==> src/hdl/imu_shk_pkg.sv <==
// Package for the IMU shake detector: payload structs, configuration
// register codes and fields, and shared arithmetic helpers.
// Depends on nothing; every other file imports it.
`default_nettype none

package imu_shk_pkg;

  localparam int SAMPLE_WIDTH = 16;
  localparam int TIME_W       = 32;
  localparam int THR_W        = 18;
  localparam int INTERVAL_W   = 16;
  localparam int HITS_W       = 4;
  localparam int CFG_IDX_W    = 3;
  localparam int CFG_DATA_W   = 32;

  localparam int SUM_W = SAMPLE_WIDTH + 2;
  localparam int CMP_W = (SUM_W > THR_W) ? SUM_W : THR_W;

  localparam logic [THR_W-1:0]        ACCEL_THR_RESET = THR_W'(4506);
  localparam logic [THR_W-1:0]        GYRO_THR_RESET  = THR_W'(672);
  localparam logic [INTERVAL_W-1:0]   INTERVAL_RESET  = INTERVAL_W'(40);
  localparam logic [TIME_W-1:0]       COOLDOWN_RESET  = TIME_W'(2600);
  localparam logic [TIME_W-1:0]       GRACE_RESET     = '0;
  localparam logic [HITS_W-1:0]       NEEDED_RESET    = HITS_W'(2);
  localparam logic [HITS_W-1:0]       CAP_RESET       = HITS_W'(3);
  localparam logic [SAMPLE_WIDTH-1:0] ONE_G           = SAMPLE_WIDTH'(4096);

  typedef enum logic [CFG_IDX_W-1:0] {
    REG_ACCEL_THR = 3'd0,
    REG_GYRO_THR  = 3'd1,
    REG_INTERVAL  = 3'd2,
    REG_COOLDOWN  = 3'd3,
    REG_GRACE_END = 3'd4,
    REG_HITS_NEED = 3'd5,
    REG_HITS_CAP  = 3'd6
  } cfg_reg_e;

  typedef struct packed {
    logic [THR_W-1:0]      accel_delta_threshold;
    logic [THR_W-1:0]      rate_sum_threshold;
    logic [INTERVAL_W-1:0] poll_interval_ms;
    logic [TIME_W-1:0]     cooldown_ms;
    logic [TIME_W-1:0]     grace_end_ms;
    logic [HITS_W-1:0]     hits_needed;
    logic [HITS_W-1:0]     hits_cap;
  } cfg_t;

  typedef struct packed {
    logic [TIME_W-1:0]              time_ms;
    logic                           sample_ok;
    logic signed [SAMPLE_WIDTH-1:0] accel_x;
    logic signed [SAMPLE_WIDTH-1:0] accel_y;
    logic signed [SAMPLE_WIDTH-1:0] accel_z;
    logic signed [SAMPLE_WIDTH-1:0] rate_x;
    logic signed [SAMPLE_WIDTH-1:0] rate_y;
    logic signed [SAMPLE_WIDTH-1:0] rate_z;
  } sample_t;

  typedef struct packed {
    logic              sample_used;
    logic              shake_event;
    logic [HITS_W-1:0] hit_count;
  } result_t;

  function automatic logic [SAMPLE_WIDTH-1:0] abs_ext(logic signed [SAMPLE_WIDTH:0] v);
    logic signed [SAMPLE_WIDTH:0] n;
    n = -v;
    return v[SAMPLE_WIDTH] ? n[SAMPLE_WIDTH-1:0] : v[SAMPLE_WIDTH-1:0];
  endfunction

  function automatic logic [SAMPLE_WIDTH-1:0] abs_diff(logic signed [SAMPLE_WIDTH-1:0] a,
                                                       logic signed [SAMPLE_WIDTH-1:0] b);
    logic signed [SAMPLE_WIDTH:0] d;
    d = (SAMPLE_WIDTH+1)'(a) - (SAMPLE_WIDTH+1)'(b);
    return abs_ext(d);
  endfunction

  function automatic logic [SAMPLE_WIDTH-1:0] abs_val(logic signed [SAMPLE_WIDTH-1:0] a);
    return abs_ext((SAMPLE_WIDTH+1)'(a));
  endfunction

endpackage

`default_nettype wire

==> src/hdl/imu_shk_cfg.sv <==
// Configuration register bank of the IMU shake detector.
// Depends on imu_shk_pkg for register codes and the cfg_t struct.
`default_nettype none

module imu_shk_cfg
  import imu_shk_pkg::*;
(
  input  wire logic                  clk,
  input  wire logic                  rst,
  input  wire logic                  wr_en,
  input  wire logic [CFG_IDX_W-1:0]  wr_index,
  input  wire logic [CFG_DATA_W-1:0] wr_data,
  output cfg_t                       cfg
);

  always_ff @(posedge clk) begin
    if (rst) begin
      cfg.accel_delta_threshold <= ACCEL_THR_RESET;
      cfg.rate_sum_threshold    <= GYRO_THR_RESET;
      cfg.poll_interval_ms      <= INTERVAL_RESET;
      cfg.cooldown_ms           <= COOLDOWN_RESET;
      cfg.grace_end_ms          <= GRACE_RESET;
      cfg.hits_needed           <= NEEDED_RESET;
      cfg.hits_cap              <= CAP_RESET;
    end else if (wr_en) begin
      unique case (cfg_reg_e'(wr_index))
        REG_ACCEL_THR: cfg.accel_delta_threshold <= wr_data[THR_W-1:0];
        REG_GYRO_THR:  cfg.rate_sum_threshold    <= wr_data[THR_W-1:0];
        REG_INTERVAL:  cfg.poll_interval_ms      <= wr_data[INTERVAL_W-1:0];
        REG_COOLDOWN:  cfg.cooldown_ms           <= wr_data[TIME_W-1:0];
        REG_GRACE_END: cfg.grace_end_ms          <= wr_data[TIME_W-1:0];
        REG_HITS_NEED: cfg.hits_needed           <= wr_data[HITS_W-1:0];
        REG_HITS_CAP:  cfg.hits_cap              <= wr_data[HITS_W-1:0];
        default: ;
      endcase
    end
  end

endmodule

`default_nettype wire

==> src/hdl/imu_shk_core.sv <==
// Per-sample decision logic and detector state of the IMU shake detector.
// Depends on imu_shk_pkg for payload structs and abs helpers.
`default_nettype none

module imu_shk_core
  import imu_shk_pkg::*;
(
  input  wire logic    clk,
  input  wire logic    rst,
  input  wire cfg_t    cfg,
  input  wire sample_t item,
  input  wire logic    commit,
  output result_t      res
);

  logic [TIME_W-1:0]              last_poll_time;
  logic [TIME_W-1:0]              last_event_time;
  logic [HITS_W-1:0]              hits;
  logic                           seeded;
  logic signed [SAMPLE_WIDTH-1:0] prev_accel_x;
  logic signed [SAMPLE_WIDTH-1:0] prev_accel_y;
  logic signed [SAMPLE_WIDTH-1:0] prev_accel_z;

  logic [TIME_W-1:0] last_poll_time_next;
  logic [TIME_W-1:0] last_event_time_next;
  logic [HITS_W-1:0] hits_next;
  logic [HITS_W-1:0] hits_step;
  logic              seeded_next;
  logic              prev_load;

  logic [SUM_W-1:0]  accel_delta;
  logic [SUM_W-1:0]  rate_sum;
  logic [TIME_W-1:0] poll_gap;
  logic [TIME_W-1:0] event_gap;
  logic              in_window;
  logic              hit;

  assign accel_delta = SUM_W'(abs_diff(item.accel_x, prev_accel_x))
                     + SUM_W'(abs_diff(item.accel_y, prev_accel_y))
                     + SUM_W'(abs_diff(item.accel_z, prev_accel_z));
  assign rate_sum    = SUM_W'(abs_val(item.rate_x))
                     + SUM_W'(abs_val(item.rate_y))
                     + SUM_W'(abs_val(item.rate_z));

  assign poll_gap  = item.time_ms - last_poll_time;
  assign event_gap = item.time_ms - last_event_time;
  assign in_window = (item.time_ms >= cfg.grace_end_ms)
                  && (poll_gap >= TIME_W'(cfg.poll_interval_ms));
  assign hit = (CMP_W'(accel_delta) > CMP_W'(cfg.accel_delta_threshold))
            || (CMP_W'(rate_sum) > CMP_W'(cfg.rate_sum_threshold));

  always_comb begin
    last_poll_time_next  = last_poll_time;
    last_event_time_next = last_event_time;
    hits_next            = hits;
    seeded_next          = seeded;
    prev_load            = 1'b0;
    res.sample_used      = 1'b0;
    res.shake_event      = 1'b0;
    hits_step            = '0;
    if (in_window) begin
      last_poll_time_next = item.time_ms;
      if (item.sample_ok) begin
        res.sample_used = 1'b1;
        prev_load       = 1'b1;
        if (!seeded) begin
          seeded_next = 1'b1;
        end else begin
          if (hit) begin
            hits_step = (hits < cfg.hits_cap) ? hits + 1'b1 : hits;
          end
          if ((hits_step >= cfg.hits_needed) && (event_gap > cfg.cooldown_ms)) begin
            last_event_time_next = item.time_ms;
            res.shake_event      = 1'b1;
            hits_next            = '0;
          end else begin
            hits_next = hits_step;
          end
        end
      end
    end
    res.hit_count = hits_next;
  end

  always_ff @(posedge clk) begin
    if (rst) begin
      last_poll_time  <= '0;
      last_event_time <= '0;
      hits            <= '0;
      seeded          <= 1'b0;
      prev_accel_x    <= '0;
      prev_accel_y    <= '0;
      prev_accel_z    <= ONE_G;
    end else if (commit) begin
      last_poll_time  <= last_poll_time_next;
      last_event_time <= last_event_time_next;
      hits            <= hits_next;
      seeded          <= seeded_next;
      if (prev_load) begin
        prev_accel_x <= item.accel_x;
        prev_accel_y <= item.accel_y;
        prev_accel_z <= item.accel_z;
      end
    end
  end

endmodule

`default_nettype wire

==> src/hdl/imu_shake_detector_top.sv <==
// Top level of the IMU shake detector: input register, decision core, result register.
// Depends on imu_shk_pkg, imu_shk_cfg and imu_shk_core.
//
//   channel  | handshake                | payload
//   ---------+--------------------------+-------------------------
//   sample   | sample_valid/sample_stall| sample (sample_t)
//   result   | result_valid/result_stall| result (result_t)
//   config   | cfg_valid/cfg_ready      | cfg_index, cfg_data
//
// One transaction per cycle sustained while the result side does not stall; a sample's
// result passes through the input register, then the result register.
// Detector state updates at the same edge the result register loads.
// Synchronous reset returns detector state and the config registers to their reset values and clears both valid flags.
// A stalled result stalls the sample side while the input register holds a sample.
// cfg_ready is always high.
`default_nettype none

module imu_shake_detector_top
  import imu_shk_pkg::*;
(
  input  wire logic                  clk,
  input  wire logic                  rst,
  input  wire logic                  sample_valid,
  output logic                       sample_stall,
  input  wire sample_t               sample,
  output logic                       result_valid,
  input  wire logic                  result_stall,
  output result_t                    result,
  input  wire logic                  cfg_valid,
  output logic                       cfg_ready,
  input  wire logic [CFG_IDX_W-1:0]  cfg_index,
  input  wire logic [CFG_DATA_W-1:0] cfg_data
);

  cfg_t    cfg;
  sample_t held;
  logic    held_valid;
  result_t step_res;
  logic    advance;
  logic    commit;

  assign cfg_ready    = 1'b1;
  assign advance      = !result_valid || !result_stall;
  assign commit       = held_valid && advance;
  assign sample_stall = held_valid && !advance;

  imu_shk_cfg u_cfg (
    .clk      (clk),
    .rst      (rst),
    .wr_en    (cfg_valid && cfg_ready),
    .wr_index (cfg_index),
    .wr_data  (cfg_data),
    .cfg      (cfg)
  );

  imu_shk_core u_core (
    .clk    (clk),
    .rst    (rst),
    .cfg    (cfg),
    .item   (held),
    .commit (commit),
    .res    (step_res)
  );

  always_ff @(posedge clk) begin
    if (rst) begin
      held_valid <= 1'b0;
    end else if (!sample_stall) begin
      held_valid <= sample_valid;
    end
  end

  always_ff @(posedge clk) begin
    if (sample_valid && !sample_stall) begin
      held <= sample;
    end
  end

  always_ff @(posedge clk) begin
    if (rst) begin
      result_valid <= 1'b0;
    end else if (advance) begin
      result_valid <= held_valid;
    end
  end

  always_ff @(posedge clk) begin
    if (commit) begin
      result <= step_res;
    end
  end

endmodule

`default_nettype wire

==> config.mk <==
export PLATFORM = sky130hd
export DESIGN_NAME = imu_shake_detector_top
export DESIGN_NICKNAME = d
export VERILOG_FILES = /design/src/hdl/imu_shk_pkg.sv /design/src/hdl/imu_shk_cfg.sv /design/src/hdl/imu_shk_core.sv /design/src/hdl/imu_shake_detector_top.sv
export SDC_FILE = /design/constraint.sdc
export NUM_CORES = 1
export LEC_CHECK = 0
export ABC_AREA = 0
export CAP_MARGIN = 20
export CELL_PAD_IN_SITES_DETAIL_PLACEMENT = 0
export CELL_PAD_IN_SITES_GLOBAL_PLACEMENT = 1
export CORE_MARGIN = 1
export CORE_UTILIZATION = 50
export DETAILED_ROUTE_END_ITERATION = 8
export DONT_BUFFER_PORTS = 1
export PLACE_DENSITY_LB_ADDON = 0.1
export SYNTH_ARGS = -nofsm -noshare
export SYNTH_HDL_FRONTEND = slang
export SYNTH_HIERARCHICAL = 1
export SYNTH_SLANG_ARGS = --single-unit
export TNS_END_PERCENT = 30
==> constraint.sdc <==
create_clock -name clk -period 17.4 [get_ports clk]
set_input_delay 3.48 -clock clk [delete_from_list [all_inputs] [get_ports clk]]
set_output_delay 3.48 -clock clk [all_outputs]
set_load 0.03 [all_outputs]
# Yosys cells after proc, flatten, opt, wreduce, memory -nomap -nowiden
# Index checks and enable logic that the tools add are counted.
dict set report totals {
  output_inout_bits 9
  n_memories 0
  in_bits 169
  mem_bits_rw 0
  register_bits 378
  mem_bits_ro 0
  latch_bits 0
  elab_cells 100
}
dict set report classes {
  mul 0
  div_mod_pow 0
  addsub 16
  eq_ne 6
  shift 0
  mux 20
  reduce_logical 24
  bitwise_logic 0
  order_cmp 7
}
# operator count
set op_table {}
lappend op_table {{2-to-1 mux 16 bit} 6}
lappend op_table {{negator 16 bit} 6}
lappend op_table {{subtractor 32 bit} 2}
lappend op_table {{subtractor 16 x 16 -> 17 bit} 3}
lappend op_table {{adder 18 x 16 -> 18 bit} 2}
lappend op_table {{> comparator 18 bit} 2}
lappend op_table {{2-to-1 mux 4 bit} 9}
lappend op_table {{adder 16 x 16 -> 17 bit} 2}
lappend op_table {{>= comparator 32 x 16 -> 1 bit} 1}
lappend op_table {{>= comparator 32 bit} 1}
lappend op_table {{> comparator 32 bit} 1}
lappend op_table {{AND reduction 2 bit} 9}
lappend op_table {{equality test 3 bit (second input constant)} 3}
lappend op_table {{equality test 3 x 2 -> 1 bit (second input constant)} 2}
lappend op_table {{AND reduction 3 bit} 2}
lappend op_table {{logical AND 1 bit} 5}
lappend op_table {{AND reduction 5 bit} 1}
lappend op_table {{adder 4 x 1 -> 4 bit (second input constant)} 1}
lappend op_table {{>= comparator 4 bit} 1}
lappend op_table {{logical NOT 1 bit} 4}
lappend op_table {{< comparator 4 bit} 1}
lappend op_table {{2-to-1 mux 1 bit} 4}
lappend op_table {{equality test 3 x 1 -> 1 bit (second input constant)} 1}
lappend op_table {{logical NOT 3 bit} 1}
lappend op_table {{other kinds (2)} 3}

# Longest topological paths before layout
# Gate-level depths: netlist of the first run.
dict set report logic_depth {
  ltp_word 17
  depth_mapped 51
}

# By module
# The synthesis of the first run kept the hierarchy.
# mod seq_area_each_um2 cells_per_inst n_inst area_each_um2
set modules_own_cells {}
lappend modules_own_cells {imu_shk_core 2342.2 2223 1 17300.3}
lappend modules_own_cells {imu_shk_cfg 2482.4 461 1 5007.3}
lappend modules_own_cells {imu_shake_detector_top 4093.9 147 1 4151.5}

# Worst setup path before layout of the first run
# OpenSTA, ideal clock, no wires.
dict set report synth_path {
  path_type {input port to flip-flop}
  start {input port result_stall}
  end {register held[0] (netlist bit), enable pin}
  cell_stages 3
  t_arrival_ps 9105
  path_slack_ps 7676
  required_time_ps 16781
  path_cell_list {nand3_2 -> inv_1 -> nor2_1}
}
dict set report synth_via {
  elab_chain_cells 6
}
# item line_no
set synth_rtl {}
lappend synth_rtl {{from (decl)} imu_shake_detector_top.sv:27} ;# input wire logic result_stall,
lappend synth_rtl {{logical NOT 1 bit} imu_shake_detector_top.sv:43} ;# assign advance = !result_valid || !result_stall;
lappend synth_rtl {{logical OR 1 bit} imu_shake_detector_top.sv:43}
lappend synth_rtl {{logical NOT 1 bit} imu_shake_detector_top.sv:45} ;# assign sample_stall = held_valid && !advance;
lappend synth_rtl {{logical AND 1 bit} imu_shake_detector_top.sv:45}
lappend synth_rtl {{named net sample_stall} imu_shake_detector_top.sv:24} ;# output logic sample_stall,
lappend synth_rtl {{logical NOT 1 bit} imu_shake_detector_top.sv:74} ;# if (sample_valid && !sample_stall) begin
lappend synth_rtl {{logical AND 1 bit} imu_shake_detector_top.sv:74}
lappend synth_rtl {{to (signal assigned)} imu_shake_detector_top.sv:75} ;# held <= sample;
lappend synth_rtl {{to (decl)} imu_shake_detector_top.sv:36} ;# sample_t held;
# The timed path passes the listed nets, and every way through them passes these cells.
# A chain may end at the register's enable or synchronous reset.

# Final worst setup path of the first run
dict set report layout_path {
  start {register held[80] (netlist bit)}
  end {register u_core.last_event_time[0]}
}
dict set report layout_via {
  elab_chain_cells 14
}
# item line_no
set layout_rtl {}
lappend layout_rtl {{subtractor 16 x 16 -> 17 bit *} imu_shk_pkg.sv:74} ;# d = (SAMPLE_WIDTH+1)'(a) - (SAMPLE_WIDTH+1)'(b);
lappend layout_rtl {{negator 16 bit} imu_shk_pkg.sv:67} ;# n = -v;
lappend layout_rtl {{2-to-1 mux 16 bit *} imu_shk_pkg.sv:68} ;# return v[SAMPLE_WIDTH] ? n[SAMPLE_WIDTH-1:0] : v[SAMPLE_WIDTH-1:0];
lappend layout_rtl {{adder 16 x 16 -> 17 bit *} imu_shk_core.sv:39} ;# + SUM_W'(abs_diff(item.accel_y, prev_accel_y))
lappend layout_rtl {{adder 18 x 16 -> 18 bit *} imu_shk_core.sv:40} ;# + SUM_W'(abs_diff(item.accel_z, prev_accel_z));
lappend layout_rtl {{> comparator 18 bit *} imu_shk_core.sv:49} ;# assign hit = (CMP_W'(accel_delta) > CMP_W'(cfg.accel_delta_threshold))
lappend layout_rtl {{logical OR 1 bit *} imu_shk_core.sv:50} ;# || (CMP_W'(rate_sum) > CMP_W'(cfg.rate_sum_threshold));
lappend layout_rtl {{2-to-1 mux 4 bit *} imu_shk_core.sv:69} ;# if (hit) begin
lappend layout_rtl {{2-to-1 mux 4 bit *} imu_shk_core.sv:66} ;# if (!seeded) begin
lappend layout_rtl {{2-to-1 mux 4 bit *} imu_shk_core.sv:63} ;# if (item.sample_ok) begin
lappend layout_rtl {{2-to-1 mux 4 bit *} imu_shk_core.sv:61} ;# if (in_window) begin
lappend layout_rtl {{>= comparator 4 bit *} imu_shk_core.sv:72} ;# if ((hits_step >= cfg.hits_needed) && (event_gap > cfg.cooldown_ms)) begin
lappend layout_rtl {{logical AND 1 bit *} imu_shk_core.sv:72}
lappend layout_rtl {{AND reduction 5 bit (no line) *} --}
lappend layout_rtl {{to (signal assigned)} imu_shk_core.sv:96} ;# last_event_time <= last_event_time_next;
lappend layout_rtl {{to (decl)} imu_shk_core.sv:17} ;# logic [TIME_W-1:0] last_event_time;
# Mark *: on every way between the ends. The rest lies on a longest branch, timed or not. The select of a mux whose other input is x is not followed.

==> results of run 1 <==
[kinds of logic after synthesis]
kind of cell	count (synthesis)	share of synthesized area [%]
compound gates	529	13.6
xor+xnor	211	6.98
fa+ha+maj	311	15.4
buf+inv	364	5.56
flops	378	33.7
mux	215	8.16
other cells	1	0.0142
simple gates	822	16.6
[power by group through the flow]
| stage | Combinational, mW | Clock, mW | Sequential, mW |
|---|---|---|---|
| final | 1.33 | 0.956 | 0.982 |
| after global routing | 1.51 | 1.01 | 0.986 |
| after global placement | 1.29 | 0 | 1.00 |
| after floorplan | 1.05 | 0 | 0.990 |
| after CTS | 1.34 | 0.983 | 0.982 |
| after detailed placement | 1.33 | 0 | 1.00 |
[how the worst min path moves through the flow]
stage                         startpoint             end  slack, ns
after CTS                  u_cfg/cfg[91]   u_cfg/cfg[91]       0.48
after global placement     u_cfg/cfg[58]   u_cfg/cfg[58]       0.46
after detailed placement   u_cfg/cfg[64]   u_cfg/cfg[64]       0.46
after floorplan           u_cfg/cfg[100]  u_cfg/cfg[100]       0.45
final                      u_cfg/cfg[58]   u_cfg/cfg[58]       0.47
after global routing       u_cfg/cfg[57]   u_cfg/cfg[57]       0.49
[worst max-delay path: cells and delay by family, from the launching register on]
family | cells | cell delay (ns)
AOI/OAI and AO/OA | 26 | 4.86
adders and majority gates | 6 | 1.85
and+or+nand+nor | 9 | 1.84
buffers and inverters | 3 | 0.67
xor gates and xnor gates | 3 | 0.43
DFF | 1 | 0.34
muxes | 1 | 0.28
[sequential cells by signal, summed over array words and instances (netlist names), 4 cells and up]
signal                  cells
result                      6
u_core/last_poll_time      32
held                      129
u_core/prev_accel_y        16
u_core/last_event_time     32
u_core/prev_accel_x        16
u_core/prev_accel_z        16
u_core/hits                 4
u_cfg/cfg                 124
[metal layers]
layer	part of all wire [%]	GRT usage (%)
met5	0	0
met4	4.3	10.5
met3	3.0	2.97
met2	49	40.9
met1	44	28.7
[per-stage QoR]
step	std cells	hold WS, ns
after detailed placement	3438	0.461
after global placement	3438	0.459
after CTS	3517	0.476
after floorplan	2831	0.449
final	3518	0.473
after global routing	3518	0.487
[cell usage in the layout, fill, tap and decap left out, types with 16 or more instances in the layout]
cell type / netlist / layout
a211oi_1: 19 / 18
a21o_1: 59 / 59
a21oi_1: 155 / 155
and3_1: 16 / 16
clkbuf_16: 0 / 46
dfxtp_1: 243 / 243
edfxtp_1: 135 / 135
fa_1: 24 / 24
ha_1: 287 / 287
inv_1: 278 / 278
mux2i_1: 210 / 210
nand2_1: 99 / 99
nand2b_1: 174 / 174
nand3_1: 41 / 41
nand4_1: 35 / 35
nand4b_1: 35 / 35
nor2_1: 243 / 242
nor2b_1: 32 / 32
nor3_1: 49 / 49
o21a_1: 36 / 36
o21ai_0: 90 / 90
o31ai_1: 22 / 22
o31ai_2: 30 / 30
or3_1: 21 / 21
xnor2_1: 157 / 157
xor2_1: 54 / 54
[final cells by class]
class                           count  area, um^2  area share, %
Tap cell                          680         851           2.98
Clock inverter                     21         243          0.850
Sequential cell                   378        8920           31.2
Clock buffer                       58        1250           4.37
Multi-Input combinational cell   2089       16100           56.5
Timing Repair Buffer               14         125          0.438
Inverter                          278        1040           3.66
==> impl_metrics.py, run 1 <==
metrics = {
    "placement": {
        "place_ws_ns": 7.04,
        "dp.final_hpwl_um": 47900,
        "place_congestion": 0.857,
        "numPortBuffers": 0,
        "dpl_cell_area_um2": 27000,
    },
    "detailed_routing": {
        "routedWlPerCell_um": 18.0,
        "drt_iter0_drc": 785,
        "dr.pass1.iters": 5,
        "viasPerCell": 5.50,
        "totalWireLength_um": 63200,
        "drcViolationCount": 0,
        "drtAntennaViolNets": 0,
        "vias": 19352,
    },
    "power": {
        "p_seq_share_pct": 30.1,
        "powerDensity_nw_per_um2": 114,
        "clockPowerShare_pct": 29.3,
        "p_int_mw": 2.12,
        "p_leak_nw": 11.3,
        "switchingPower_mw": 1.14,
        "power.total_mw": 3.26,
        "swShare_pct": 34.9,
        "ir_drop_mv": 0.0876,
        "combPwrFrac_pct": 40.6,
    },
    "timing": {
        "max_slew_margin_pct": 33.8,
        "fin_setup_tns_ns": 0,
        "setup_slack_ns": 6.96,
        "worst_pin_slew_ns": 0.992,
        "finalCriticalPeriod_ns": 10.44,
        "finalClockSkew_ns": 0.0221,
        "fmax_mhz": 95.8,
        "fin_crit_sh_pct": 60.0,
        "hold_viol": 0,
        "setup_violations": 0,
        "maxSlewViolCount": 0,
        "grt_setup_unrepaired": "false",
    },
    "global_routing": {
        "track_usage_pct": 23.4,
        "grt_pass1_vias": 19266,
        "grt_pass1_wl_um": 101000,
        "grt-ovfl-total": 0,
        "grt_antenna_before_repair": 1,
        "grt_max_degree": 319,
    },
    "synthesis": {
        "syn_area_um2": 26500,
        "seq_area_frac_synth_pct": 33.7,
        "yosys.cell_count.top_type": "ha_1",
        "synth-edff-count": 135,
        "synth.avg_cell_area_um2": 9.35,
        "synthArstFlopShare_pct": 0,
        "syn_nets": 3311,
        "synthCells": 2831,
        "ys_ff_latch": 378,
        "synth_commonest_cells": "ha_1, inv_1, dfxtp_1, nor2_1, mux2i_1",
        "ys_types": 82,
        "synth.largest_area_cell": "dfxtp_1",
        "yosysWarnings": 6,
        "yosys.area.top_type_share_pct": 18.4,
        "synth_area_leaders": "dfxtp_1, edfxtp_1, ha_1, mux2i_1, xnor2_1",
        "ys.flop_type": "dfxtp_1",
    },
    "critical_path": {
        "endpoint": "u_core/last_event_time[0]",
        "cp-start-kind": "flip-flop",
        "critPathMaxFanout": 37,
        "crit_slowest_cell": "and2_2",
        "crit_path_frequent_cell": "a21oi_1",
        "worst_r2r_path_depth": 48,
        "cp_slowest_stage_delay_ns": 0.90,
        "crit_type": "reg2reg",
        "rr_startpoint": "held[80]",
        "end_kind": "flip-flop",
        "arrival_ns": 10.93,
        "r2r-end": "u_core/last_event_time[0]",
        "r2r_slack_ns": 6.96,
        "critPathLaunch": "held[80]",
        "cp.required_ns": 17.89,
    },
    "clock_tree": {
        "post_cts_buffers": 0,
        "cts.clk_slew.worst_paths_ns": 0.06,
        "cts_root_buffer": "clkbuf_16",
        "clk_latency_ns": 0.57,
        "h-tree-depth": 2,
        "numCtsBuffers": 44,
        "ctsLongestPathBuffers": 3,
        "cts_tree": "yes",
        "postCtsResizedCells": 0,
        "hold_buffers": 0,
        "cts_sinks": 378,
    },
    "finish": {
        "fillers": 4652,
        "diodes": 0,
        "nNetsFinal": 3285,
        "drive_gt1_share_pct": 5.50,
        "syn2layout_area_growth_pct": 7.88,
        "finish.instance_area_um2": 28500,
        "fin_util_pct": 55.1,
    },
    "status": {
        "outcome": "finished clean",
    },
    "floorplan": {
        "dieArea_um2": 53800,
        "initial_core_util_pct": 51.1,
        "num_rows": 83,
        "die_y_um": 232,
        "pin_count": 178,
        "fp.dieW_um": 232,
        "core_region_area_um2": 51800,
    },
    "min_path": {
        "hp-class": "reg2reg",
        "whs_path_depth": 2,
    },
    "run": {
        "cap_violations": 0,
    },
}
Note: power is estimated with default switching activity, not from simulation.
==> inputs of run 2 (changes only) <==
--- a/config.mk
+++ b/config.mk
@@ -5,12 +5,12 @@
 export SDC_FILE = /design/constraint.sdc
 export NUM_CORES = 1
 export LEC_CHECK = 0
-export ABC_AREA = 0
+export ABC_AREA = 1
 export CAP_MARGIN = 20
 export CELL_PAD_IN_SITES_DETAIL_PLACEMENT = 0
 export CELL_PAD_IN_SITES_GLOBAL_PLACEMENT = 1
 export CORE_MARGIN = 1
-export CORE_UTILIZATION = 50
+export CORE_UTILIZATION = 48
 export DETAILED_ROUTE_END_ITERATION = 8
 export DONT_BUFFER_PORTS = 1
 export PLACE_DENSITY_LB_ADDON = 0.1
==> constraint.sdc (replaced) <==
create_clock -name clk -period 10 [get_ports clk]
set_input_delay 2 -clock clk [delete_from_list [all_inputs] [get_ports clk]]
set_output_delay 2 -clock clk [all_outputs]
set_load 0.03 [all_outputs]
==> impl_metrics.py, run 2 <==
metrics = {
    "detailed_routing": {
        "drtAntennaViolNets": 0,
        "vias": 23705,
        "drcViolationCount": 0,
        "viasPerCell": 4.95,
        "routedWlPerCell_um": 15.0,
        "dr.pass1.iters": 5,
        "totalWireLength_um": 72000,
        "drt_iter0_drc": 1190,
    },
    "clock_tree": {
        "cts_tree": "yes",
        "postCtsResizedCells": 0,
        "clk_latency_ns": 0.59,
        "cts_root_buffer": "clkbuf_16",
        "ctsLongestPathBuffers": 3,
        "h-tree-depth": 2,
        "numCtsBuffers": 45,
        "cts.clk_slew.worst_paths_ns": 0.06,
        "cts_sinks": 378,
        "post_cts_buffers": 0,
        "hold_buffers": 0,
    },
    "placement": {
        "dp_cells": 4702,
        "dpl_cell_area_um2": 28600,
        "place_ws_ns": 1.11,
        "numPortBuffers": 0,
        "place_congestion": 0.922,
        "dp.final_hpwl_um": 55500,
    },
    "timing": {
        "fin_setup_tns_ns": 0,
        "grt_setup_unrepaired": "false",
        "finalClockSkew_ns": 0.0157,
        "fin_crit_sh_pct": 88.8,
        "maxSlewViolCount": 0,
        "finalHoldWorstSlack_ns": 0.458,
        "fmax_mhz": 113,
        "max_slew_margin_pct": 31.3,
        "worst_pin_slew_ns": 1.03,
        "setup_slack_ns": 1.12,
        "setup_violations": 0,
        "finalCriticalPeriod_ns": 8.88,
        "hold_viol": 0,
    },
    "critical_path": {
        "crit_path_frequent_cell": "nand2_1",
        "crit_slowest_cell": "fa_1",
        "cp-start-kind": "flip-flop",
        "cp.required_ns": 10.52,
        "cp_slowest_stage_delay_ns": 0.37,
        "end_kind": "flip-flop",
        "crit_type": "reg2reg",
        "arrival_ns": 9.39,
        "critPathMaxFanout": 64,
    },
    "synthesis": {
        "yosysWarnings": 6,
        "synth.avg_cell_area_um2": 6.99,
        "ys_types": 52,
        "synth-edff-count": 135,
        "synthCells": 4009,
        "synthArstFlopShare_pct": 0,
        "seq_area_frac_synth_pct": 31.8,
        "syn_nets": 4489,
        "synth_commonest_cells": "nand2_1, inv_1, nor2_1, ha_1, a21oi_1",
        "synth.largest_area_cell": "dfxtp_1",
        "syn_area_um2": 28000,
        "yosys.cell_count.top_type": "nand2_1",
        "synth_area_leaders": "dfxtp_1, edfxtp_1, nand2_1, ha_1, inv_1",
        "yosys.area.top_type_share_pct": 17.4,
        "ys.flop_type": "dfxtp_1",
        "ys_ff_latch": 378,
    },
    "finish": {
        "finish.instance_area_um2": 30200,
        "layout_common_cells": "nand2_1, inv_1, nor2_1",
        "layout_commonest_cell": "nand2_1",
        "fin_util_pct": 52.3,
        "syn2layout_area_growth_pct": 7.67,
        "top_register": "held",
        "stdcell_count": 4786,
        "largest_reg_flops": 129,
        "reg_top3": "held (129), u_cfg/cfg (124)",
        "drive_gt1_share_pct": 3.03,
        "nNetsFinal": 4464,
    },
    "global_routing": {
        "grt_antenna_before_repair": 3,
        "track_usage_pct": 24.1,
        "grt_pass1_wl_um": 115000,
        "grt_pass1_vias": 22430,
        "grt-ovfl-total": 0,
        "grt_max_degree": 95,
    },
    "power": {
        "powerDensity_nw_per_um2": 206,
        "ir_drop_mv": 0.184,
        "p_leak_nw": 14.5,
        "power.total_mw": 6.21,
    },
    "floorplan": {
        "num_rows": 88,
        "dieArea_um2": 59300,
        "fp.dieW_um": 244,
        "pin_count": 178,
        "core_region_area_um2": 57700,
        "die_y_um": 244,
        "initial_core_util_pct": 48.5,
    },
    "run": {
        "cap_violations": 0,
    },
    "min_path": {
        "hp-class": "reg2reg",
    },
    "status": {
        "outcome": "finished clean",
    },
}
==> run 2: changes by cell type in the layout (fill, tap and decap cells not counted), sizes merged, moves of 86 or more <==
cell    previous run  this run
xor2              54       140
nor2             243       554
nand3             42       248
nand2b           174         0
mux2i            210         3
inv              279       642
nand2            100      1043
xnor2            157        60
a21oi            157       268
==> run 2: where the power goes <==
group | internal [mW] | switching [mW] | leakage, nW
clock network | 0.983 | 0.686 | 0.727
logic | 1.10 | 1.71 | 10.4
registers | 1.67 | 0.0594 | 3.29
==> run 2: layout make-up <==
class                   instances  area [um^2]
repair buffers                 13          101
well taps                     765          957
diodes                          1         2.50
flip-flops and latches        378         8920
clock inverters                24          264
multi-input cells            2905        16300
clock buffers                  59         1240
inverters                     641         2410
fillers                      5986        27500
==> run 2: worst max-delay path: cells and delay by family, from the launching register on <==
kind	cells	cell delay, ns
flops	1	0.34
fa+ha+maj	6	1.57
xor+xnor	2	0.33
simple gates	32	3.82
compound gates	9	1.83
buf+inv	8	0.85
==> run 2: cells by family (layout without fill, tap and decap cells) <==
group / count (synthesis) / after routing / share of synthesized area (%)
XOR/XNOR: 200 / 200 / 6.26
flip-flops: 378 / 378 / 31.8
adder cells (fa/ha/maj): 311 / 311 / 14.5
AND/OR/NAND/NOR: 1959 / 1959 / 28.6
other: 1 / 2 / 0.0134
multiplexers: 3 / 3 / 0.107
buffers and inverters: 726 / 737 / 10.2
AO/OA/AOI/OAI: 431 / 431 / 8.42
==> run 2: per-layer routing <==
layer | global-route usage, % | routed length (um)
met1 | 29.6 | 31800
met2 | 43.3 | 35300
met3 | 3.48 | 2910
met4 | 7.46 | 1960
met5 | 0 | 25
==> run 2: worst paths after layout <==
check        slack (ns)  cells past startpoint                    start                         to
min                0.46                      2  u_core/prev_accel_y[15]    u_core/prev_accel_y[15]
max reg2reg        1.12                     57                 held[64]  u_core/last_event_time[0]
min reg2reg        0.46                      2  u_core/prev_accel_y[15]    u_core/prev_accel_y[15]
max                1.12                     57                 held[64]  u_core/last_event_time[0]
